**config.mk**
```make
export PLATFORM = sky130hd
export DESIGN_NAME = eaa_prep
export DESIGN_NICKNAME = d
export VERILOG_FILES = /design/src/sv/eaa_pkg.sv /design/src/sv/eaa_prep.sv
export SDC_FILE = /design/constraint.sdc
export NUM_CORES = 1
export LEC_CHECK = 0
export BUFFER_PORTS_ARGS = -buffer_cell sky130_fd_sc_hd__buf_2
export CORE_MARGIN = 2
export CORE_UTILIZATION = 45
export DETAILED_ROUTE_END_ITERATION = 8
export GPL_ROUTABILITY_DRIVEN = 0
export PLACE_DENSITY = 0.91
export SYNTH_ARGS = -nofsm -noshare
export SYNTH_HDL_FRONTEND = slang
export SYNTH_SLANG_ARGS = --single-unit
```
**constraint.sdc**
```tcl
create_clock -name clk -period 4 [get_ports clk]
set_input_delay 1.2 -clock clk [delete_from_list [all_inputs] [get_ports clk]]
set_output_delay 1.2 -clock clk [all_outputs]
set_load 0.005 [all_outputs]
```
**src/sv/eaa_pkg.sv**
```systemverilog
// ---------------------------------------------------------------------------
// eaa_pkg
// Shared types, constants and the arctangent table of the atan2 pipeline.
// ---------------------------------------------------------------------------
package eaa_pkg;

  localparam int INPUT_WIDTH    = 16;
  localparam int ROTATION_STEPS = 16;
  localparam int GUARD_BITS     = 24;
  localparam int TABLE_SIZE     = 24;
  localparam int NUM_CELLS      = (ROTATION_STEPS > TABLE_SIZE) ? TABLE_SIZE : ROTATION_STEPS;
  localparam int STEP_W         = $clog2(TABLE_SIZE);

  localparam int ANGLE_W = 16;
  localparam int VEC_W   = INPUT_WIDTH + 2 + GUARD_BITS;
  localparam int Z_W     = 28;
  localparam int RND_W   = Z_W - 11;

  localparam logic signed [Z_W-1:0]     HALF_PI_Q24 = 28'sd26353589;
  localparam logic signed [ANGLE_W-1:0] PI_Q13      = 16'sd25736;
  localparam logic signed [ANGLE_W-1:0] HALF_PI_Q13 = 16'sd12868;

  typedef struct packed {
    logic signed [VEC_W-1:0]   x;
    logic signed [VEC_W-1:0]   y;
    logic signed [Z_W-1:0]     z;
    logic                      spec;
    logic signed [ANGLE_W-1:0] spec_angle;
  } vec_t;

  function automatic logic signed [Z_W-1:0] atan_entry(input logic [STEP_W-1:0] idx);
    logic signed [Z_W-1:0] e;
    case (idx)
      5'd0:    e = 28'sd13176795;
      5'd1:    e = 28'sd7778716;
      5'd2:    e = 28'sd4110060;
      5'd3:    e = 28'sd2086331;
      5'd4:    e = 28'sd1047214;
      5'd5:    e = 28'sd524117;
      5'd6:    e = 28'sd262123;
      5'd7:    e = 28'sd131069;
      5'd8:    e = 28'sd65536;
      5'd9:    e = 28'sd32768;
      5'd10:   e = 28'sd16384;
      5'd11:   e = 28'sd8192;
      5'd12:   e = 28'sd4096;
      5'd13:   e = 28'sd2048;
      5'd14:   e = 28'sd1024;
      5'd15:   e = 28'sd512;
      5'd16:   e = 28'sd256;
      5'd17:   e = 28'sd128;
      5'd18:   e = 28'sd64;
      5'd19:   e = 28'sd32;
      5'd20:   e = 28'sd16;
      5'd21:   e = 28'sd8;
      5'd22:   e = 28'sd4;
      5'd23:   e = 28'sd2;
      default: e = '0;
    endcase
    return e;
  endfunction

endpackage

```
**src/sv/eaa_prep.sv**
```systemverilog
// ---------------------------------------------------------------------------
// eaa_prep
// Input stage: quadrant fold, special cases and guard-bit scaling.
// ---------------------------------------------------------------------------
module eaa_prep
  import eaa_pkg::*;
(
  input  logic                          clk,
  input  logic                          rst,
  input  logic                          en,
  input  logic                          in_valid,
  input  logic signed [INPUT_WIDTH-1:0] x_component,
  input  logic signed [INPUT_WIDTH-1:0] y_component,
  output logic                          out_valid,
  output vec_t                          out_vec
);

  localparam int EXT_W = INPUT_WIDTH + 2;

  logic signed [EXT_W-1:0] xe;
  logic signed [EXT_W-1:0] ye;
  logic signed [EXT_W-1:0] xr;
  logic signed [EXT_W-1:0] yr;
  vec_t                    vec_next;

  always_comb begin
    xe = EXT_W'(x_component);
    ye = EXT_W'(y_component);
    xr = xe;
    yr = ye;
    vec_next.z = '0;
    if (xe < 0) begin
      if (ye > 0) begin
        xr = ye;
        yr = -xe;
        vec_next.z = HALF_PI_Q24;
      end else begin
        xr = -ye;
        yr = xe;
        vec_next.z = -HALF_PI_Q24;
      end
    end
    vec_next.x = {xr, {GUARD_BITS{1'b0}}};
    vec_next.y = {yr, {GUARD_BITS{1'b0}}};
    vec_next.spec = (ye == 0) || (xe == 0);
    if (ye == 0) begin
      vec_next.spec_angle = (xe < 0) ? PI_Q13 : '0;
    end else begin
      vec_next.spec_angle = (ye > 0) ? HALF_PI_Q13 : -HALF_PI_Q13;
    end
  end

  always_ff @(posedge clk) begin
    if (rst) begin
      out_valid <= 1'b0;
    end else if (en) begin
      out_valid <= in_valid;
    end
  end

  always_ff @(posedge clk) begin
    if (en) begin
      out_vec <= vec_next;
    end
  end

endmodule

```
Yosys cells after proc, flatten, opt, wreduce, memory -nomap -nowiden
Index checks and enable logic that the tools add are counted.
{"block": "word_totals", "register_bits": 82, "out_inout_bits": 130, "elab_cells": 21, "input_bits": 36}
{"block": "classes", "n_lt_le_gt_ge": 2, "addsub": 2, "mux": 8, "reduce_logical": 3}
{"operator": "$mux 18", "n": 4}
{"operator": "$logic_not 32->1", "n": 2}
{"operator": "$neg 16->18", "n": 2}
{"operator": "$mux 16", "n": 2}
{"operator": "$mux 28", "n": 1}
{"operator": "$gt 16x1->1 const B", "n": 1}
{"operator": "$lt 16x1->1 const B", "n": 1}
{"operator": "$mux 15", "n": 1}
{"operator": "$logic_or 1x1->1", "n": 1}

Depth between registers and ports, before layout
Gate-level depths: netlist of run 1.
{"block": "logic_depth", "ltp_word": 3, "mapped_depth": 10, "ltp_nobuf": 8}

Worst setup path after synthesis of run 1
No wires, ideal clock.
{"block": "synth_timing", "path_type": "input to register", "startpoint": "input y_component[0]", "endpoint": "register out_vec[122] (netlist name) (data pin)", "required_ns": 3.726, "t_arrival_ns": 3.154, "cell_stages": 10, "setup_ns": 0.274, "path_slack_ns": 0.572, "n_path_buf": 2, "path_cell_list": "inv_1 ha_1 or3b_2 or4_4 buf_6 o21ai_4 inv_2 clkbuf_1 o21ai_0 a31oi_1"}
{"item": "start: declaration", "line": "eaa_prep.sv:13", "rtl": "input logic signed [INPUT_WIDTH-1:0] y_component,"}
{"item": "end signal: assignment", "line": "eaa_prep.sv:63", "rtl": "out_vec <= vec_next;"}
{"item": "end: declaration", "line": "eaa_prep.sv:15", "rtl": "output vec_t out_vec"}

==> impl_metrics.json, run 1 <==
{
  "status": "finished, final reports clean",
  "core_area_um2": 6790,
  "synth_edf_count": 45,
  "grt_first_pass_wirelength_um": 10300,
  "cts-resized-gates": 0,
  "cts_tree": "built",
  "fin_ws_ns": 0.447,
  "clkPwrFrac_pct": 30.4,
  "seqPwrFrac_pct": 50.6,
  "max_stage_delay_ns": 0.56,
  "post_cts_buffers": 0,
  "period_minus_slack_ns": 3.55,
  "port-buffer-count": 115,
  "crit_buf_inv": 3,
  "rsz0062_at_grt": "false",
  "worstSetupPathType": "input pin to register",
  "grt_pass1_vias": 2096,
  "drc": 0,
  "yosysUniqueCellTypes": 41,
  "netSwitchingFraction_pct": 25.4,
  "n_antenna_cell": 0,
  "placement_rows": 30,
  "slew_violations": 0,
  "track_usage_pct": 17.7,
  "critPathTopFamily": "simple AND/OR/NAND/NOR gates",
  "p_sw_uw": 299,
  "clk_path_buf_depth": 2,
  "synthesis.instances": 328,
  "cts.root.buffer_cell": "clkbuf_8",
  "die-width_um": 87.6,
  "min_path_type": "register to register",
  "fin_setup_tns_ns": 0,
  "grt.overflow.total": 0,
  "cp.required_ns": 4.14,
  "dp_hpwl_um": 5280,
  "ys.flop_type": "edfxtp_1",
  "avgSynthCellArea_um2": 9.59,
  "antenna_left": 0,
  "nets": 442,
  "p_int_uw": 876,
  "start_kind": "input pin",
  "fin_cells": 500,
  "grt_max_degree": 47,
  "period_share_pct": 88.8,
  "layout_commonest_cell": "buf_2",
  "syn2layout_area_growth_pct": 10.1,
  "syn-cell-area_um2": 3150,
  "drtIter0Drc": 218,
  "die_h_um": 87.6,
  "worstMarginPinSlew_ns": 1.02,
  "maxCapViolCount": 0,
  "dp_slack_ns": 0.177,
  "clk_latency_ns": 0.30,
  "hold_violations": 0,
  "max_slew_margin_pct": 32.2,
  "async_flop_share_pct": 0,
  "dieArea_um2": 7670,
  "end_kind": "register",
  "crit_path_max_fanout": 19,
  "ios": 166,
  "first_pass_iters": 6,
  "antenna_found_initial": 0,
  "cellLeakagePower_nw": 1.50,
  "routed_wirelength_um": 7070,
  "synth-warning-count": 0,
  "crit_chain": "buf_2 > inv_1 > ha_1 > or3b_2 > or4_4 > o21ai_4 > inv_2 > or3_1 > a31oi_1",
  "clock.fmax_mhz": 281,
  "ys_seq_area_share_pct": 43.6,
  "setup_violations": 0,
  "route.vias.total": 2515,
  "vias_per_cell": 5.03,
  "numCtsBuffers": 5,
  "worstPathArrival_ns": 3.70,
  "drive_above_1_share_pct": 32.7,
  "dp_cells": 492,
  "start_util_pct": 46.3,
  "cp_slowest_cell": "or4_4",
  "clkTransAtPathRegs_ns": 0.08,
  "ir_drop_v": 0.000190,
  "synth-seq-cells": 46,
  "final_cell_mix": "buf_2 (115), conb_1 (51), edfxtp_1 (45)",
  "wl_per_cell_um": 14.1,
  "htreeDepth": 2,
  "comb_power_share_pct": 19.0,
  "clock_sinks": 46,
  "power.density_nw_per_um2": 339,
  "finalClockSkew_ns": 0,
  "hold_buffers": 0
}
==> area by class of cell <==
class	instances	area, µm²
well taps	96	120
flip-flops and latches	46	1370
clock inverters	1	30.0
repair buffers	117	591
clock buffers	7	86.3
fillers	625	3330
inverters	8	30.0
multi-input cells	225	1240
==> synthesized netlist by cell type, drive strengths merged (7+ instances only) <==
| cell type | number | area [µm²] |
|---|---|---|
| a21oi | 18 | 90.1 |
| a31oi | 9 | 56.3 |
| buf | 87 | 651 |
| clkbuf | 12 | 45.0 |
| edfxtp | 45 | 1350 |
| inv | 8 | 30.0 |
| nand2 | 10 | 37.5 |
| nor2 | 38 | 143 |
| nor3 | 7 | 35.0 |
| o211ai | 7 | 52.6 |
| o21ai | 15 | 86.3 |
| or3 | 12 | 75.1 |
| xor2 | 13 | 114 |
==> per-layer routing <==
layer  up-vias  global-route usage [%]  wire length [µm]
met5         -                       0                 0
met1      1142                    21.1              2750
met3         9                    5.09               738
met4         0                    5.73                70
li1       1181                       -                 -
met2       183                    30.7              3510
==> final timing paths <==
path	from	endpoint	slack [ns]	cells past startpoint
worst max-delay path	y_component[1]	out_vec[124]$_DFFE_PP_	0.45	9
worst max register to register	out_valid$_SDFFE_PP0P_	out_valid$_SDFFE_PP0P_	3.40	2
worst min register to register	out_valid$_SDFFE_PP0P_	out_valid$_SDFFE_PP0P_	0.53	2
worst min-delay path	out_valid$_SDFFE_PP0P_	out_valid$_SDFFE_PP0P_	0.53	2
==> sequential cells by signal (all words and copies together), names as in the netlist <==
register   count
out_vec       45
out_valid      1
==> worst min-delay path, delay by kind of cell (launching register included) <==
family | cells | cell delay [ns]
mux | 1 | 0.12
flops | 1 | 0.32
simple gates | 1 | 0.06
==> cells by family (layout without fill, tap and decap cells) <==
group           count (synthesis)  after routing  share of synthesized area (%)
fa+ha+maj                       3              3                           1.19
other cells                     1             51                          0.119
flops                          46             46                           43.6
mux                             1              1                          0.318
compound gates                 60             60                           12.0
simple gates                   91             91                           14.4
buf+inv                       107            133                           23.1
xor+xnor                       19             19                           5.29
==> power by group through the flow <==
stage | sequential (mW) | combinational, mW | clock, mW
after global placement | 0.605 | 0.215 | 0
after floorplan | 0.614 | 0.161 | 0
after detailed placement | 0.606 | 0.221 | 0
after CTS | 0.596 | 0.223 | 0.364
after global routing | 0.601 | 0.249 | 0.382
final | 0.595 | 0.223 | 0.357
==> per-stage QoR <==
step	power, mW	instance area, µm²	util [%]	hold WS [ns]
detailed placement	0.827	3350	49.3	0.523
finish	1.18	3460	51.0	0.531
global placement	0.820	3350	49.3	0.469
CTS	1.18	3460	51.0	0.536
global route	1.23	3460	51.0	0.596
floorplan	0.775	3330	-	0.485
No activity file was read; power rests on OpenSTA's default activity.
==> inputs of run 2 (changes only) <==
Settings changed: CTS_CLUSTER_SIZE set to 25, SETUP_SLACK_MARGIN set to 0.5.
==> run 2 against run 1 <==
Net effect: non-clock buffer count increased by 3; first-iteration DRC count decreased by 24%; critical path type unchanged; setup slack improved by 0.17 ns; count of clock-buffer cells in the layout unchanged.
==> impl_metrics.json, run 2 (synthesis results as in run 1) <==
{
  "htreeDepth": 2,
  "antenna_found_initial": 0,
  "die-width_um": 87.6,
  "hold_violations": 0,
  "hold_end": "out_valid$_SDFFE_PP0P_",
  "largest_reg_flops": 45,
  "clkTransAtPathRegs_ns": 0.08,
  "p_sw_uw": 302,
  "seqPwrFrac_pct": 50.4,
  "fin_ws_ns": 0.615,
  "grt_pass1_vias": 2101,
  "dp_hpwl_um": 5280,
  "routed_wirelength_um": 7170,
  "max_stage_delay_ns": 0.58,
  "ios": 166,
  "drc": 0,
  "start_kind": "input pin",
  "cts_tree": "built",
  "syn2layout_area_growth_pct": 11.0,
  "track_usage_pct": 17.7,
  "grt.overflow.total": 0,
  "start_util_pct": 46.3,
  "holdCritStartpoint": "out_valid$_SDFFE_PP0P_",
  "hold_buffers": 0,
  "placement_rows": 30,
  "fin_setup_tns_ns": 0,
  "nets": 445,
  "netSwitchingFraction_pct": 25.6,
  "cp.required_ns": 4.14,
  "numCtsBuffers": 5,
  "max_slew_margin_pct": 31.2,
  "cts.root.buffer_cell": "clkbuf_8",
  "dp_slack_ns": 0.177,
  "crit_path_max_fanout": 19,
  "reg2reg_from": "out_valid$_SDFFE_PP0P_",
  "end_kind": "register",
  "port-buffer-count": 115,
  "antenna_left": 0,
  "clkPwrFrac_pct": 30.4,
  "rrSetupSlack_ns": 3.40,
  "slew_violations": 0,
  "rsz0062_at_grt": "false",
  "comb_power_share_pct": 19.2,
  "grt_max_degree": 47,
  "clk_latency_ns": 0.30,
  "cellLeakagePower_nw": 1.51,
  "min_path_type": "register to register",
  "timing.rr.end": "out_valid$_SDFFE_PP0P_",
  "grt_first_pass_wirelength_um": 10300,
  "ir_drop_v": 0.000192,
  "p_int_uw": 878,
  "top_register": "out_vec",
  "fin_cells": 503,
  "finalClockSkew_ns": 0,
  "wl_per_cell_um": 14.2,
  "reg2reg_depth": 2,
  "drive_above_1_share_pct": 33.2,
  "whs_path_depth": 2,
  "power_mw": 1.18,
  "clock.fmax_mhz": 295,
  "clock_sinks": 46,
  "whs_ns": 0.533,
  "period_minus_slack_ns": 3.38,
  "drtIter0Drc": 165,
  "layout_commonest_cell": "buf_2",
  "cp_slowest_cell": "or4_4",
  "clk_path_buf_depth": 2,
  "worstPathArrival_ns": 3.53,
  "largestRegisters": "out_vec (45), out_valid (1)",
  "die_h_um": 87.6,
  "worstMarginPinSlew_ns": 1.03,
  "dieArea_um2": 7670,
  "period_share_pct": 84.6,
  "core_area_um2": 6790,
  "status": "finished, final reports clean",
  "final_cell_mix": "buf_2 (115), conb_1 (51), edfxtp_1 (45)",
  "n_antenna_cell": 0,
  "first_pass_iters": 7,
  "dp_cells": 492,
  "vias_per_cell": 5.03,
  "crit_chain": "buf_2 > inv_1 > ha_1 > or3b_4 > or4_4 > o21ai_4 > inv_4 > or3_1 > a31oi_1",
  "maxCapViolCount": 0,
  "power.density_nw_per_um2": 338,
  "worstSetupPathType": "input pin to register",
  "setup_violations": 0,
  "route.vias.total": 2529
}
==> run 2: cell types whose count changed in the layout (fill, tap and decap cells not counted) <==
cell    change
or3b_4      +1
inv_2       -1
inv_4       +1
buf_4       +3
or3b_2      -1
==> run 2: stage by stage <==
step	utilization [%]	cell area [µm²]
CTS	51.0	3460
finish	51.4	3490
global route	51.4	3490
global placement	49.3	3350
detailed placement	49.3	3350
floorplan	-	3330
==> run 2: area by class of cell <==
cell class / count / area, µm²
clock buffer: 7 / 86.3
clock inverter: 1 / 30.0
fill: 622 / 3300
inverter: 8 / 32.5
multi-input combinational: 225 / 1240
sequential: 46 / 1370
tap: 96 / 120
timing repair buffer: 120 / 613
==> run 2: layer usage <==
metal | GRT usage [%] | up-vias | share of wire, %
met5 | 0 | - | 0
met4 | 5.73 | 0 | 1.1
met3 | 5.09 | 9 | 11
met2 | 30.7 | 185 | 50
met1 | 21.1 | 1148 | 38
li1 | - | 1187 | -
==> run 2: worst max-delay path, delay by kind of cell <==
kind | cells | cell delay (ns)
buffers and inverters | 3 | 0.33
AOI/OAI and AO/OA | 2 | 0.45
adders and majority gates | 1 | 0.18
and+or+nand+nor | 3 | 1.37
==> run 2: worst max-delay path by stage <==
stage,startpoint,end
floorplan,y_component[0],out_vec[122]$_DFFE_PP_
global placement,y_component[0],out_vec[120]$_DFFE_PP_
detailed placement,y_component[1],out_vec[124]$_DFFE_PP_
CTS,y_component[1],out_vec[124]$_DFFE_PP_
global route,y_component[1],out_vec[124]$_DFFE_PP_
finish,y_component[0],out_vec[124]$_DFFE_PP_
==> run 2: what timing repair did <==
| action | in CTS | in global routing |
|---|---|---|
| setup endpoints to repair | 3 | 7 |
| pin swaps | 1 | 2 |
| gates resized for setup | 0 | 3 |
| buffers inserted | 0 | 3 |
==> run 2: power by group through the flow <==
stage | clock, mW | combinational, mW | sequential, mW
6_report | 0.359 | 0.226 | 0.595
5_1_grt | 0.382 | 0.251 | 0.601
4_1_cts | 0.364 | 0.223 | 0.596
3_5_place_dp | 0 | 0.221 | 0.606
3_3_place_gp | 0 | 0.215 | 0.605
2_1_floorplan | 0 | 0.161 | 0.614
==> inputs of run 3 (changes only) <==
Settings changed: CORE_UTILIZATION 45 to 41, PLACE_DENSITY 0.91 to 0.88.
Clock period 4 ns to 2.9 ns, I/O delays scaled along.
==> run 3 against run 2 <==
Net effect: clock power grew 6.4%; final area rose by 11%; global-route usage shrank 0.34 points; first-iteration DRC count decreased by 1.8%; sequential power increased by 38%; non-clock buffer count increased by 25; utilization rose by 1.5 points; via count grew 4.0%; hold slack worse by 0.019 ns.
==> impl_metrics.json, run 3 (synthesis results as in run 1) <==
{
  "antenna_found_initial": 0,
  "ios": 166,
  "clock_sinks": 46,
  "period_minus_slack_ns": 2.71,
  "largestRegisters": "out_vec (45), out_valid (1)",
  "cts.root.buffer_cell": "clkbuf_8",
  "start_kind": "input pin",
  "period_share_pct": 93.5,
  "drc": 0,
  "grt_pass1_vias": 2372,
  "htreeDepth": 2,
  "final_cell_mix": "buf_2 (113), conb_1 (51), edfxtp_1 (45)",
  "wl_per_cell_um": 14.1,
  "routed_wirelength_um": 7510,
  "setup_violations": 0,
  "core_area_um2": 7330,
  "syn2layout_area_growth_pct": 23.3,
  "min_path_type": "register to register",
  "antenna_left": 0,
  "clock.fmax_mhz": 369,
  "maxCapViolCount": 0,
  "nets": 470,
  "largest_reg_flops": 45,
  "die_h_um": 91.6,
  "power.density_nw_per_um2": 401,
  "whs_ns": 0.514,
  "use_met3_pct": 4.23,
  "grt-busiest-layer": "met2",
  "crit_path_max_fanout": 6,
  "die-width_um": 91.6,
  "dp_hpwl_um": 5710,
  "layout_commonest_cell": "buf_2",
  "worstMarginPinSlew_ns": 0.627,
  "clk_path_buf_depth": 2,
  "holdCritStartpoint": "out_valid$_SDFFE_PP0P_",
  "hold_violations": 0,
  "track_usage_pct": 17.3,
  "fillerInstances": 653,
  "n_antenna_cell": 0,
  "start_util_pct": 42.9,
  "drtIter0Drc": 162,
  "placement_rows": 31,
  "port-buffer-count": 115,
  "cts_tree": "built",
  "dp_cells": 518,
  "reg2reg_depth": 2,
  "fin_cells": 531,
  "rrSetupSlack_ns": 2.31,
  "dieArea_um2": 8390,
  "met1_usage_pct": 20.5,
  "numCtsBuffers": 5,
  "vias_per_cell": 4.95,
  "route.vias.total": 2629,
  "first_pass_iters": 5,
  "clkTransAtPathRegs_ns": 0.08,
  "grt.overflow.total": 0,
  "hold_end": "out_valid$_SDFFE_PP0P_",
  "worstSetupPathType": "input pin to register",
  "finalClockSkew_ns": 0,
  "ir_drop_v": 0.000165,
  "status": "finished, final reports clean",
  "cp.required_ns": 2.94,
  "grt_first_pass_wirelength_um": 11400,
  "timing.rr.end": "out_valid$_SDFFE_PP0P_",
  "rsz0062_at_grt": "true",
  "end_kind": "register",
  "top_register": "out_vec",
  "grt.met2_usage_pct": 30.0,
  "max_slew_margin_pct": 58.2,
  "hold_buffers": 0,
  "reg2reg_from": "out_valid$_SDFFE_PP0P_",
  "drive_above_1_share_pct": 41.9,
  "whs_path_depth": 2,
  "worstPathArrival_ns": 2.76,
  "grt_max_degree": 41,
  "clk_latency_ns": 0.29,
  "slew_violations": 0,
  "cellLeakagePower_nw": 1.68
}
[run 3: power by group]
group | total (mW) | internal, mW | switching [mW]
combinational | 0.354 | 0.155 | 0.199
clock | 0.382 | 0.165 | 0.217
sequential | 0.820 | 0.800 | 0.0201
total | 1.56 | 1.12 | 0.436
[run 3: cell type report]
type	instances	area, µm²	share of cell area [%]
clock buffers	5	68.8	1.77
clock inverters	3	16.3	0.419
inverters	8	42.5	1.10
multi-input cells	225	1390	35.8
flip-flops and latches	46	1370	35.4
well taps	99	124	3.19
repair buffers	145	866	22.3
[run 3: what timing repair did]
| item | CTS | global route |
|---|---|---|
| pin swaps | 14 | 20 |
| gates cloned | 1 | 0 |
| setup endpoints to repair | 34 | 35 |
| gates resized for setup | 17 | 8 |
| setup buffers | 3 | 1 |
[run 3: routing by layer]
metal	part of all wire [%]	up-vias
met5	0	-
met4	2.1	0
met3	11	16
met2	49	189
met1	38	1189
li1	-	1235
[run 3: critical path, cell delays in order]
cell,delay [ns]
buf_8,0.10
inv_6,0.05
ha_4,0.11
or3b_4,0.37
or4_4,0.48
bufbuf_16,0.30
o221ai_2,0.21
xor2_1,0.18
a21oi_1,0.08
[run 3: worst max-delay path by stage]
stage	startpoint	to	slack, ns	cells after the start
6_report	y_component[1]	out_vec[81]$_DFFE_PP_	0.19	9
5_1_grt	y_component[1]	out_vec[81]$_DFFE_PP_	0.17	9
4_1_cts	y_component[1]	out_vec[80]$_DFFE_PP_	0.23	9
3_5_place_dp	y_component[0]	out_vec[123]$_DFFE_PP_	-0.14	9
3_3_place_gp	y_component[0]	out_vec[123]$_DFFE_PP_	-0.07	9
2_1_floorplan	y_component[6]	out_vec[114]$_DFFE_PP_	0.01	8
[run 3: metrics by stage]
step | setup slack, ns | utilization [%] | total power, mW | area [µm²] | TNS (ns)
final | 0.188 | 52.9 | 1.56 | 3880 | 0
after global placement | -0.0700 | 49.2 | 1.16 | 3610 | -0.520
after floorplan | 0.0140 | - | 1.08 | 3420 | 0
after global routing | 0.171 | 52.9 | 1.63 | 3880 | 0
after CTS | 0.228 | 52.3 | 1.56 | 3830 | 0
after detailed placement | -0.143 | 49.2 | 1.17 | 3610 | -1.26
