## config.mk

```make
export PLATFORM = sky130hd
export DESIGN_NAME = eaa_post
export DESIGN_NICKNAME = d
export VERILOG_FILES = /design/src/sv/eaa_pkg.sv /design/src/sv/eaa_post.sv
export SDC_FILE = /design/constraint.sdc
export NUM_CORES = 1
export LEC_CHECK = 0
export ABC_AREA = 1
export BUFFER_PORTS_ARGS = -buffer_cell sky130_fd_sc_hd__buf_2
export CORE_ASPECT_RATIO = 0.5
export CORE_MARGIN = 2
export CORE_UTILIZATION = 41
export DETAILED_ROUTE_END_ITERATION = 7
export PLACE_DENSITY = 0.89
export SETUP_SLACK_MARGIN = 0.3
export SYNTH_ARGS = -nofsm -noshare
export SYNTH_HDL_FRONTEND = slang
export SYNTH_SLANG_ARGS = --single-unit
export TNS_END_PERCENT = 20
```

## constraint.sdc

```tcl
create_clock -name clk -period 5.8 [get_ports clk]
set_input_delay 0.87 -clock clk [delete_from_list [all_inputs] [get_ports clk]]
set_output_delay 0.87 -clock clk [all_outputs]
set_load 0.1 [all_outputs]
```

## src/sv/eaa_pkg.sv

```systemverilog
// ---------------------------------------------------------------------------
// eaa_pkg
// Shared types, constants and the arctangent table of the atan2 pipeline.
// ---------------------------------------------------------------------------
package eaa_pkg;

  localparam int INPUT_WIDTH    = 16;
  localparam int ROTATION_STEPS = 16;
  localparam int GUARD_BITS     = 24;
  localparam int TABLE_SIZE     = 24;
  localparam int NUM_CELLS      = (ROTATION_STEPS > TABLE_SIZE) ? TABLE_SIZE : ROTATION_STEPS;
  localparam int STEP_W         = $clog2(TABLE_SIZE);

  localparam int ANGLE_W = 16;
  localparam int VEC_W   = INPUT_WIDTH + 2 + GUARD_BITS;
  localparam int Z_W     = 28;
  localparam int RND_W   = Z_W - 11;

  localparam logic signed [Z_W-1:0]     HALF_PI_Q24 = 28'sd26353589;
  localparam logic signed [ANGLE_W-1:0] PI_Q13      = 16'sd25736;
  localparam logic signed [ANGLE_W-1:0] HALF_PI_Q13 = 16'sd12868;

  typedef struct packed {
    logic signed [VEC_W-1:0]   x;
    logic signed [VEC_W-1:0]   y;
    logic signed [Z_W-1:0]     z;
    logic                      spec;
    logic signed [ANGLE_W-1:0] spec_angle;
  } vec_t;

  function automatic logic signed [Z_W-1:0] atan_entry(input logic [STEP_W-1:0] idx);
    logic signed [Z_W-1:0] e;
    case (idx)
      5'd0:    e = 28'sd13176795;
      5'd1:    e = 28'sd7778716;
      5'd2:    e = 28'sd4110060;
      5'd3:    e = 28'sd2086331;
      5'd4:    e = 28'sd1047214;
      5'd5:    e = 28'sd524117;
      5'd6:    e = 28'sd262123;
      5'd7:    e = 28'sd131069;
      5'd8:    e = 28'sd65536;
      5'd9:    e = 28'sd32768;
      5'd10:   e = 28'sd16384;
      5'd11:   e = 28'sd8192;
      5'd12:   e = 28'sd4096;
      5'd13:   e = 28'sd2048;
      5'd14:   e = 28'sd1024;
      5'd15:   e = 28'sd512;
      5'd16:   e = 28'sd256;
      5'd17:   e = 28'sd128;
      5'd18:   e = 28'sd64;
      5'd19:   e = 28'sd32;
      5'd20:   e = 28'sd16;
      5'd21:   e = 28'sd8;
      5'd22:   e = 28'sd4;
      5'd23:   e = 28'sd2;
      default: e = '0;
    endcase
    return e;
  endfunction

endpackage

```

## src/sv/eaa_post.sv

```systemverilog
// ---------------------------------------------------------------------------
// eaa_post
// Output stage: round Q24 to Q13, saturate, apply special cases.
// ---------------------------------------------------------------------------
module eaa_post
  import eaa_pkg::*;
(
  input  logic                      clk,
  input  logic                      rst,
  input  logic                      en,
  input  logic                      in_valid,
  input  vec_t                      in_vec,
  output logic                      out_valid,
  output logic signed [ANGLE_W-1:0] angle
);

  logic signed [Z_W-1:0]     zr;
  logic signed [RND_W-1:0]   r;
  logic signed [ANGLE_W-1:0] angle_next;

  always_comb begin
    zr = in_vec.z + Z_W'(1024);
    r  = RND_W'(zr >>> 11);
    if (r > RND_W'(PI_Q13)) begin
      angle_next = PI_Q13;
    end else if (r < -RND_W'(PI_Q13)) begin
      angle_next = -PI_Q13;
    end else begin
      angle_next = ANGLE_W'(r);
    end
    if (in_vec.spec) begin
      angle_next = in_vec.spec_angle;
    end
  end

  always_ff @(posedge clk) begin
    if (rst) begin
      out_valid <= 1'b0;
    end else if (en) begin
      out_valid <= in_valid;
    end
  end

  always_ff @(posedge clk) begin
    if (en) begin
      angle <= angle_next;
    end
  end

endmodule

```

# After elaboration in Yosys (flattened, before gate mapping)
# Cells that the tools add are included.
dict set report totals {
  register_bits 17
  input_bits 133
}
dict set report op_classes {
  addsub 1
  order_cmp 2
  mux 3
}
# cell count
set op_table {}
lappend op_table {{$mux W16} 3}
lappend op_table {{$add A28 B12 Y28 const B} 1}
lappend op_table {{$gt A17 B16 Y1 const B} 1}
lappend op_table {{$lt A17 B16 Y1 const B} 1}

# Longest topological paths before layout
# Gate-level depths: netlist of run 1.
dict set report logic_depth {
  word_depth 5
  depth_mapped 18
}

# Worst setup path after synthesis of run 1
# No wires, ideal clock.
dict set report synth_path {
  kind {input port to flip-flop}
  from {in in_vec[27] in the netlist's numbering}
  to {reg angle[3] (data pin)}
  required_time_ns 5.547
  path_slack_ns 3.277
  path_stages 15
  path_buffers 1
  arrival_ns 2.271
  setup_ns 0.253
  cell_sequence {ha_1 > nand2_2 > nor2_8 > nand2_2 > inv_1 > nand3_1 > nand2_1 > nand2_2 > nor2_1 > nand3_1 > nand3_2 > buf_6 > nand2_2 > nor2_1 > nor2_1}
}
dict set report synth_via {
  elab_chain_cells 5
  word_cells_on_any_way 6
  cone_classes {add/sub (1); order compare (2); mux (3)}
}
# item line
set synth_rtl {}
lappend synth_rtl {{start: declaration} eaa_post.sv:12} ;# input vec_t in_vec,
lappend synth_rtl {{$add A28 B12 Y28 (*)} eaa_post.sv:22} ;# zr = in_vec.z + Z_W'(1024);
lappend synth_rtl {{$lt A17 B16 Y1} eaa_post.sv:26} ;# end else if (r < -RND_W'(PI_Q13)) begin
lappend synth_rtl {{$mux W16} eaa_post.sv:26}
lappend synth_rtl {{$mux W16 (*)} eaa_post.sv:24} ;# if (r > RND_W'(PI_Q13)) begin
lappend synth_rtl {{$mux W16 (*)} eaa_post.sv:31} ;# if (in_vec.spec) begin
lappend synth_rtl {{named net angle_next[3]} eaa_post.sv:19} ;# logic signed [ANGLE_W-1:0] angle_next;
lappend synth_rtl {{end signal: assignment} eaa_post.sv:46} ;# angle <= angle_next;
lappend synth_rtl {{end: declaration} eaa_post.sv:14} ;# output logic signed [ANGLE_W-1:0] angle
# Mark *: on every way through the listed nets, which the timed path passes. The rest lies on a longest branch.
# A chain may end at the register's enable or synchronous reset.

# Final worst setup path of run 1
dict set report layout_path {
  from {in in_vec[28] in the netlist's numbering}
  to {reg angle[13] (data pin)}
}
# The elaborated chain is that of the path after synthesis.

==> flow_metrics.tcl, run 1 <==
set metrics [dict create \
    syn_nets 403 \
    required_ns 5.79 \
    met3_usage 0.0325 \
    firstDrtPassIters 4 \
    final_common_cell "nand2_1" \
    start_util 0.429 \
    grt_pass1_wl_um 6900 \
    ctsHtreeMaxLevel 1 \
    met1_usage 0.222 \
    core-area_sq_mm 0.00390 \
    worstSetupStartpointType "primary input" \
    root_buffer "clkbuf_8" \
    power.density_mw_per_mm2 204 \
    syn-cell-area_sq_mm 0.00168 \
    drive_gt1_frac 0.257 \
    num_antenna_cells 0 \
    place_area_sq_mm 0.00198 \
    ff2ff_path_depth 2 \
    die-height_um 49.2 \
    overflow 0 \
    min_period_ns 2.77 \
    synth.area.top_cells "edfxtp_1 (29%), nand2_1 (26%), nor2_1 (6.9%), nand3_1 (6.6%), inv_1 (5.8%)" \
    path_cells "buf_2 > ha_1 > nand2_2 > nor2_8 > nand2_2 > inv_1 > nand2_1 > nand2_1 > nand2_1 > nand2_2 > nor2_1 > nand3_1 > nand3_2 > nand2_1 > nand2_1 > nand2_1 > nand2_1" \
    setup_violations 0 \
    p_leak_nw 1.08 \
    grt_setup_unrepaired "false" \
    place_congestion 0.900 \
    fin_skew_ns 0 \
    ioPinCount 150 \
    antenna_found_initial 0 \
    cts_setup_buffers 0 \
    dieArea_sq_mm 0.00464 \
    cts_buffers 3 \
    path_buf_inv 2 \
    layout.nets 458 \
    yosysSeqAreaShare 0.299 \
    drc 0 \
    postRouteAntennaNets 0 \
    finalPower_mw 0.413 \
    wirelength_um 4220 \
    clock-sinks 17 \
    crit_family "simple AND/OR/NAND/NOR gates" \
    netlist_instances 269 \
    drt-initial-drc-count 73 \
    cap_viol_max_count 0 \
    hold_viol 0 \
    postCtsHoldBufs 0 \
    die_w_um 94.4 \
    crit_end "angle[13]" \
    final_cell_area_sq_mm 0.00203 \
    r2r-start "out_valid" \
    ctsLongestPathBuffers 2 \
    setup-tns-final_ns 0 \
    cts_tree "done" \
    crit_arrival_ns 2.76 \
    grt_use_total 0.181 \
    worst_slew_pin_slew_ns 0.496 \
    areaGrowthSynthToFinish_pct 21.1 \
    fmax_ghz 0.361 \
    vias_per_cell 4.93 \
    cts_resized 0 \
    portBuffers 55 \
    slew_headroom 0.671 \
    final-max-slew-violation-count 0 \
    status "finished, final reports clean" \
    r2r_end "out_valid" \
    cp_slowest_stage_delay_ns 0.26 \
    crit_slowest_cell "ha_1" \
    ys_warn_count 0 \
    vias 1860 \
    synth_cell_types 28 \
    gr-usage-met2 0.318 \
    grt_pass1_vias 1695 \
    timing.setup.critical_path_class "primary input to flip-flop" \
    crit_start "in_vec[28]" \
    place_hpwl_um 3550 \
    hp-class "flip-flop to flip-flop" \
    synth-edff-count 16 \
    grt-busiest-layer "met2" \
    worst-path-stages 17 \
    layout_common_cells "nand2_1 (114), buf_2 (55), nor2_1 (31)" \
    postSynthAreaPerCell_sq_um 6.23 \
    ys_async_sr_fraction 0 \
    crit_top_cell "nand2_1" \
    fin_crit_sh 0.477 \
    clk_latency_ns 0.24 \
    ir_worst_vdd_uv 95.9 \
    row_count 16 \
    critPathCaptureType "flip-flop" \
    synth.top_cell.area_share 0.287 \
    ys_seq_elements 17 \
    cp_max_fo 14 \
    reg2reg_slack_ns 5.23 \
    routedWlPerCell_um 11.2 \
    clkTransAtPathRegs_ns 0.07 \
    synth-main-ff-cell "edfxtp_1" \
    grt_max_degree 18 \
    synth_area_leader_cell "edfxtp_1" \
]
## synthesized netlist by cell type (2+ instances only)
cell type,number
o21ai_0,3
nand3_1,22
nand4_1,13
o21ai_1,4
clkbuf_1,2
inv_1,26
o21bai_1,2
nor2_1,31
inv_2,2
nor2_2,5
xor2_1,2
edfxtp_1,16
nor2_8,2
buf_6,2
nand2_2,11
nand2_1,114
## power by group
group | internal (mW) | switching, mW | total, mW
Sequential | 0.148 | 0.00278 | 0.151
Combinational | 0.0360 | 0.142 | 0.178
Clock | 0.0474 | 0.0362 | 0.0836
## metrics by stage
step,instances,util,hold slack [ns],worst slack [ns]
2_1_floorplan,269,-,0.942,3.28
3_3_place_gp,373,0.508,0.483,2.91
3_5_place_dp,373,0.508,0.474,2.82
4_1_cts,377,0.520,0.491,3.07
5_1_grt,377,0.520,0.552,2.80
6_report,377,0.520,0.485,3.03
## area by class of cell
class | instances | area, sq um
repair buffers | 55 | 275
well taps | 54 | 67.6
clock inverters | 1 | 5.00
flip-flops and latches | 17 | 500
clock buffers | 3 | 41.3
fillers | 399 | 1870
multi-input cells | 218 | 1030
inverters | 29 | 109
## tightest hold or removal path, cell delays in order, from the launching register on
cell and delay, ns:
dfxtp_1 0.32, mux2i_1 0.06, nor2_1 0.07
## worst min path at each step
stage,from,end,slack (ns),cells after the start
floorplan,rst,out_valid,0.94,1
global placement,out_valid,out_valid,0.48,2
detailed placement,out_valid,out_valid,0.47,2
CTS,out_valid,out_valid,0.49,2
global route,out_valid,out_valid,0.55,2
finish,out_valid,out_valid,0.48,2
## flip-flops by register name, indices dropped and copies added (netlist names)
register,flops
out_valid,1
angle,16
## per-layer routing
metal / routed length (um) / share of wire / vias to the layer above
met1: 1840 / 0.44 / 833
met3: 302 / 0.072 / 6
met4: 44 / 0.010 / 0
met2: 2030 / 0.48 / 53
met5: 0 / 0 / -
li1: - / - / 968
## cells by family after synthesis
logic type | synth area share
buffers and inverters | 0.0859
and+or+nand+nor | 0.553
DFF | 0.299
adders and majority gates | 0.00747
AOI/OAI and AO/OA | 0.0381
muxes | 0.00597
xor gates and xnor gates | 0.0105
Note: power is estimated with default switching activity, not from simulation.
==> run 2, diff against run 1 <==
--- a/config.mk
+++ b/config.mk
@@ -5,13 +5,13 @@
 export SDC_FILE = /design/constraint.sdc
 export NUM_CORES = 1
 export LEC_CHECK = 0
-export ABC_AREA = 1
+export ABC_AREA = 0
 export BUFFER_PORTS_ARGS = -buffer_cell sky130_fd_sc_hd__buf_2
 export CORE_ASPECT_RATIO = 0.5
 export CORE_MARGIN = 2
-export CORE_UTILIZATION = 41
+export CORE_UTILIZATION = 37
 export DETAILED_ROUTE_END_ITERATION = 7
-export PLACE_DENSITY = 0.89
+export PLACE_DENSITY = 0.83
 export SETUP_SLACK_MARGIN = 0.3
 export SYNTH_ARGS = -nofsm -noshare
 export SYNTH_HDL_FRONTEND = slang
==> constraint.sdc (replaced) <==
create_clock -name clk -period 2.8 [get_ports clk]
set_input_delay 0.42 -clock clk [delete_from_list [all_inputs] [get_ports clk]]
set_output_delay 0.42 -clock clk [all_outputs]
set_load 0.1 [all_outputs]
==> flow_metrics.tcl, run 2 <==
set metrics [dict create \
    final-max-slew-violation-count 0 \
    fin_crit_sh 0.874 \
    postCtsHoldBufs 0 \
    firstDrtPassIters 6 \
    num_antenna_cells 0 \
    syn_nets 307 \
    worst_slew_pin_slew_ns 0.492 \
    setup-tns-final_ns 0 \
    status "finished, final reports clean" \
    crit_start "in_vec[27]" \
    vias_per_cell 5.74 \
    p_leak_nw 0.808 \
    power.density_mw_per_mm2 420 \
    drive_gt1_frac 0.414 \
    ys_warn_count 0 \
    path_cells "buf_2 > buf_4 > nand3_4 > or4_1 > a311oi_2 > and3b_1 > a31oi_4 > or2_1 > a22o_1" \
    ctsLongestPathBuffers 2 \
    synth.area.top_cells "edfxtp_1 (30%), a22o_1 (5.5%), xnor2_1 (5.5%), nand4_1 (3.6%), a21oi_1 (3.5%)" \
    top_regs "angle (16), out_valid (1)" \
    row_count 16 \
    hold_viol 0 \
    start_util 0.396 \
    place_ws_ns 0.00877 \
    grt_pass1_vias 1472 \
    cts_buffers 3 \
    ir_worst_vdd_uv 174 \
    largest_register_ffs 16 \
    timing.hold.ws_ns 0.334 \
    slew_headroom 0.674 \
    drc 0 \
    core-area_sq_mm 0.00400 \
    cap_viol_max_count 0 \
    fmax_ghz 0.408 \
    grt_pass1_wl_um 6440 \
    synth-main-ff-cell "edfxtp_1" \
    min_period_ns 2.45 \
    crit_end "angle[7]" \
    layout.nets 367 \
    routedWlPerCell_um 14.4 \
    yosysSeqAreaShare 0.316 \
    grt_setup_unrepaired "true" \
    grt_max_degree 22 \
    setup_violations 0 \
    required_ns 2.79 \
    ys_async_sr_fraction 0 \
    wirelength_um 4110 \
    crit_slowest_cell "or4_1" \
    clk_latency_ns 0.24 \
    r2r_end "out_valid" \
    dieArea_sq_mm 0.00486 \
    place_hpwl_um 3290 \
    synth_commonest_cells "edfxtp_1 (16), a21oi_1 (11), o21ai_0 (11)" \
    clkTransAtPathRegs_ns 0.06 \
    ioPinCount 150 \
    r2r-start "out_valid" \
    grt_use_total 0.164 \
    synth_area_leader_cell "edfxtp_1" \
    fin_skew_ns 0 \
    hp-class "primary input to flip-flop" \
    antenna_found_initial 0 \
    syn-cell-area_sq_mm 0.00159 \
    critPathCaptureType "flip-flop" \
    cp_slowest_stage_delay_ns 0.54 \
    drt-initial-drc-count 121 \
    ys_seq_elements 17 \
    synth_cell_types 51 \
    vias 1642 \
    crit_arrival_ns 2.44 \
    cts_tree "done" \
    die-height_um 50.3 \
    place_congestion 0.848 \
    setup_ws_ns 0.351 \
    netlist_instances 173 \
    synth-edff-count 16 \
    final_common_cell "buf_2" \
    synth.top_cell.area_share 0.303 \
    areaGrowthSynthToFinish_pct 32.7 \
    top_register "angle" \
    worstSetupStartpointType "primary input" \
    die_w_um 96.6 \
    portBuffers 55 \
    ctsHtreeMaxLevel 1 \
    cp_max_fo 9 \
    postRouteAntennaNets 0 \
    postSynthAreaPerCell_sq_um 9.16 \
    timing.setup.critical_path_class "primary input to flip-flop" \
    overflow 0 \
    layout_common_cells "buf_2 (55), edfxtp_1 (16), buf_4 (14)" \
    yosysMostFrequentCell "edfxtp_1" \
    root_buffer "clkbuf_8" \
    reg2reg_slack_ns 2.22 \
    ff2ff_path_depth 2 \
    clock-sinks 17 \
]
==> run 2: cell types whose count changed after synthesis, sizes merged, moves of 10 or more <==
| cell | delta |
|---|---|
| xnor2 | +10 |
| inv | -20 |
| nand2 | -115 |
| nand3 | -17 |
| nor2 | -32 |
| a22o | +10 |
==> run 2: report_power, final <==
part	switching (mW)	internal (mW)	total, mW	leakage (nW)
Combinational	0.299	0.100	0.400	0.621
Sequential	0.00535	0.309	0.314	0.165
Clock	0.0696	0.100	0.170	0.0228
Total	0.374	0.509	0.884	0.808
==> run 2: worst min-delay path by stage <==
stage | slack, ns | cells after the start | start | to
floorplan | 0.49 | 1 | rst | out_valid
global placement | 0.47 | 2 | out_valid | out_valid
detailed placement | 0.48 | 2 | out_valid | out_valid
CTS | 0.34 | 2 | rst | out_valid
global route | 0.36 | 2 | rst | out_valid
finish | 0.33 | 2 | rst | out_valid
==> run 2: cell type report <==
class / instances / area, sq um
Fill cell: 374 / 1900
Multi-Input combinational cell: 134 / 1080
Sequential cell: 17 / 500
Timing Repair Buffer: 69 / 380
Tap cell: 54 / 67.6
Clock buffer: 4 / 45.0
Inverter: 8 / 30.0
==> run 2: metrics by stage <==
step                      power (mW)  cells   util  cell area [sq um]
after floorplan                0.621    173      -               1620
after global placement         0.696    278  0.485               1940
after detailed placement       0.703    278  0.485               1940
after CTS                      0.874    282  0.500               2000
after global routing           0.920    286  0.525               2100
final                          0.884    286  0.525               2100
==> run 2: cells by family (layout without fill, tap and decap cells) <==
group                      Yosys count  after routing  synth area share
adders and majority gates            1              1           0.00789
buffers and inverters               23             81            0.0750
and+or+nand+nor                     63             63             0.252
DFF                                 17             17             0.316
xor gates and xnor gates            14             14            0.0773
AOI/OAI and AO/OA                   54             55             0.266
muxes                                1              1           0.00631
==> run 2: repair_timing <==
item / 4_1_cts / 5_1_grt
setup endpoints to repair: 3 / 15
cloned: 0 / 1
resized for setup: 3 / 9
pin swaps: 1 / 5
setup buffers: 0 / 3
hold endpoints to repair: 0 / 0
==> run 2: worst max-delay path: cells and delay by family <==
kind / cells / cell delay (ns)
simple gates: 4 / 1.19
buf+inv: 2 / 0.24
compound gates: 3 / 0.58
==> run 2: per-layer routing <==
layer,routed length [um],track usage
met5,0,0
met4,44,0.0469
met3,263,0.0150
met2,2000,0.286
met1,1810,0.217
==> run 3, diff against run 2 <==
--- a/config.mk
+++ b/config.mk
@@ -12,6 +12,7 @@
 export CORE_UTILIZATION = 37
 export DETAILED_ROUTE_END_ITERATION = 7
 export PLACE_DENSITY = 0.83
+export RECOVER_POWER = 100
 export SETUP_SLACK_MARGIN = 0.3
 export SYNTH_ARGS = -nofsm -noshare
 export SYNTH_HDL_FRONTEND = slang
==> constraint.sdc (replaced) <==
create_clock -name clk -period 2.8 [get_ports clk]
set_input_delay 0.42 -clock clk [delete_from_list [all_inputs] [get_ports clk]]
set_output_delay 0.42 -clock clk [all_outputs]
set_load 0.05 [all_outputs]
==> flow_metrics.tcl, run 3 (synthesis results as in run 2) <==
set metrics [dict create \
    ir_worst_vdd_uv 164 \
    top_register "angle" \
    root_buffer "clkbuf_8" \
    vias_per_cell 5.69 \
    grt_setup_unrepaired "true" \
    grt_pass1_wl_um 6440 \
    vias 1627 \
    hold_viol 0 \
    num_antenna_cells 0 \
    multi_input_area_sq_mm 0.00107 \
    drt-initial-drc-count 99 \
    place_area_sq_mm 0.00194 \
    clock-sinks 17 \
    antenna_found_initial 0 \
    setup_violations 0 \
    cp_slowest_stage_delay_ns 0.33 \
    core-area_sq_mm 0.00400 \
    p_int_mw 0.502 \
    fin_skew_ns 0 \
    setup-tns-final_ns 0 \
    layout.nets 367 \
    path_cells "buf_2 > ha_4 > nand4_1 > clkbuf_4 > nor4_1 > xnor2_1 > nand4_1 > or2_2 > or2_0 > a22o_1" \
    fin_crit_sh 0.903 \
    largest_register_ffs 16 \
    crit_family "simple AND/OR/NAND/NOR gates" \
    cts_tree "done" \
    grt_use_total 0.164 \
    ctsLongestPathBuffers 2 \
    path_buf_inv 2 \
    required_ns 2.79 \
    stdcell_count 286 \
    drc 0 \
    postRouteAntennaNets 0 \
    final_cell_area_sq_mm 0.00207 \
    power.share.combinational 0.381 \
    grt_max_degree 22 \
    power.density_mw_per_mm2 379 \
    die_w_um 96.6 \
    worstSetupStartpointType "primary input" \
    p_leak_nw 0.753 \
    place_hpwl_um 3290 \
    final_common_cell "buf_2" \
    portBuffers 55 \
    power_frac_seq 0.402 \
    place_ws_ns 0.00877 \
    place_congestion 0.848 \
    ioPinCount 150 \
    wirelength_um 4150 \
    p_sw_frac 0.360 \
    timing.setup.critical_path_class "primary input to flip-flop" \
    cap_viol_max_count 0 \
    final-max-slew-violation-count 0 \
    status "finished, final reports clean" \
    dp.cells 278 \
    fillCellCount 387 \
    cts_buffers 3 \
    critPathCaptureType "flip-flop" \
    top_regs "angle (16), out_valid (1)" \
    worst_slew_pin_slew_ns 0.871 \
    fmax_ghz 0.396 \
    crit_slowest_cell "or2_2" \
    start_util 0.396 \
    ff_latch_area_sq_um 500 \
    finalPower_mw 0.785 \
    die-height_um 50.3 \
    clkPwrFrac 0.217 \
    hp-class "primary input to flip-flop" \
    firstDrtPassIters 4 \
    drive_gt1_frac 0.328 \
    dieArea_sq_mm 0.00486 \
    crit_arrival_ns 2.52 \
    routedWlPerCell_um 14.5 \
    postCtsHoldBufs 0 \
    ctsHtreeMaxLevel 1 \
    areaGrowthSynthToFinish_pct 30.6 \
    overflow 0 \
    slew_headroom 0.419 \
    clkTransAtPathRegs_ns 0.06 \
    p_switching_mw 0.282 \
    crit_top_cell "nand4_1" \
    min_period_ns 2.53 \
    clk_latency_ns 0.24 \
    grt_pass1_vias 1472 \
    row_count 16 \
    cp_max_fo 9 \
    setup_ws_ns 0.272 \
    layout_common_cells "buf_2 (37), clkbuf_1 (20), edfxtp_1 (16)" \
]
==> run 3: cell count changes in the layout (fill, tap and decap cells not counted), sizes merged <==
cell    previous run  this run
buf               69        49
clkbuf             4        24
==> run 3: area by class of cell <==
class	instances	area share
tap	54	0.0326
sequential	17	0.242
multi-input combinational	134	0.518
timing repair buffer	69	0.171
inverter	8	0.0145
clock buffer	4	0.0218
==> run 3: per-stage QoR <==
stage                      util  hold WS, ns
after floorplan               -        0.492
final                     0.517        0.336
after global routing      0.517        0.359
after detailed placement  0.485        0.484
after CTS                 0.500        0.336
after global placement    0.485        0.468
==> run 3: worst reg2reg max path: cells and delay by family, from the launching register on <==
family / cells / cell delay (ns)
multiplexers: 1 / 0.12
AND/OR/NAND/NOR: 1 / 0.05
flip-flops: 1 / 0.31
==> run 3: path summary, 6_finish.rpt <==
path,from,end,slack [ns],cells after the start
worst max register to register,out_valid,out_valid,2.21,2
worst min-delay path,rst,out_valid,0.34,2
worst max-delay path,in_vec[27],angle[7],0.27,10
worst min register to register,out_valid,out_valid,0.51,2
==> run 3: power by group through the flow <==
stage | clock network (mW) | registers [mW] | logic (mW)
6_report | 0.170 | 0.315 | 0.299
5_1_grt | 0.184 | 0.318 | 0.318
4_1_cts | 0.173 | 0.315 | 0.293
3_5_place_dp | 0 | 0.320 | 0.291
3_3_place_gp | 0 | 0.319 | 0.284
2_1_floorplan | 0 | 0.410 | 0.118
==> run 3: routing by layer <==
layer,routed length [um],global-route usage,part of all wire
met2,2020,0.286,0.49
met4,39,0.0469,0.0094
met1,1760,0.217,0.42
met3,328,0.0150,0.079
met5,0,0,0
==> run 3: repair_timing <==
action	in CTS	in global routing
pin swaps	1	5
endpoints found under the setup margin	3	15
buffers inserted	0	3
resized for setup	3	9
endpoints found under the hold margin	0	0
gates cloned	0	1
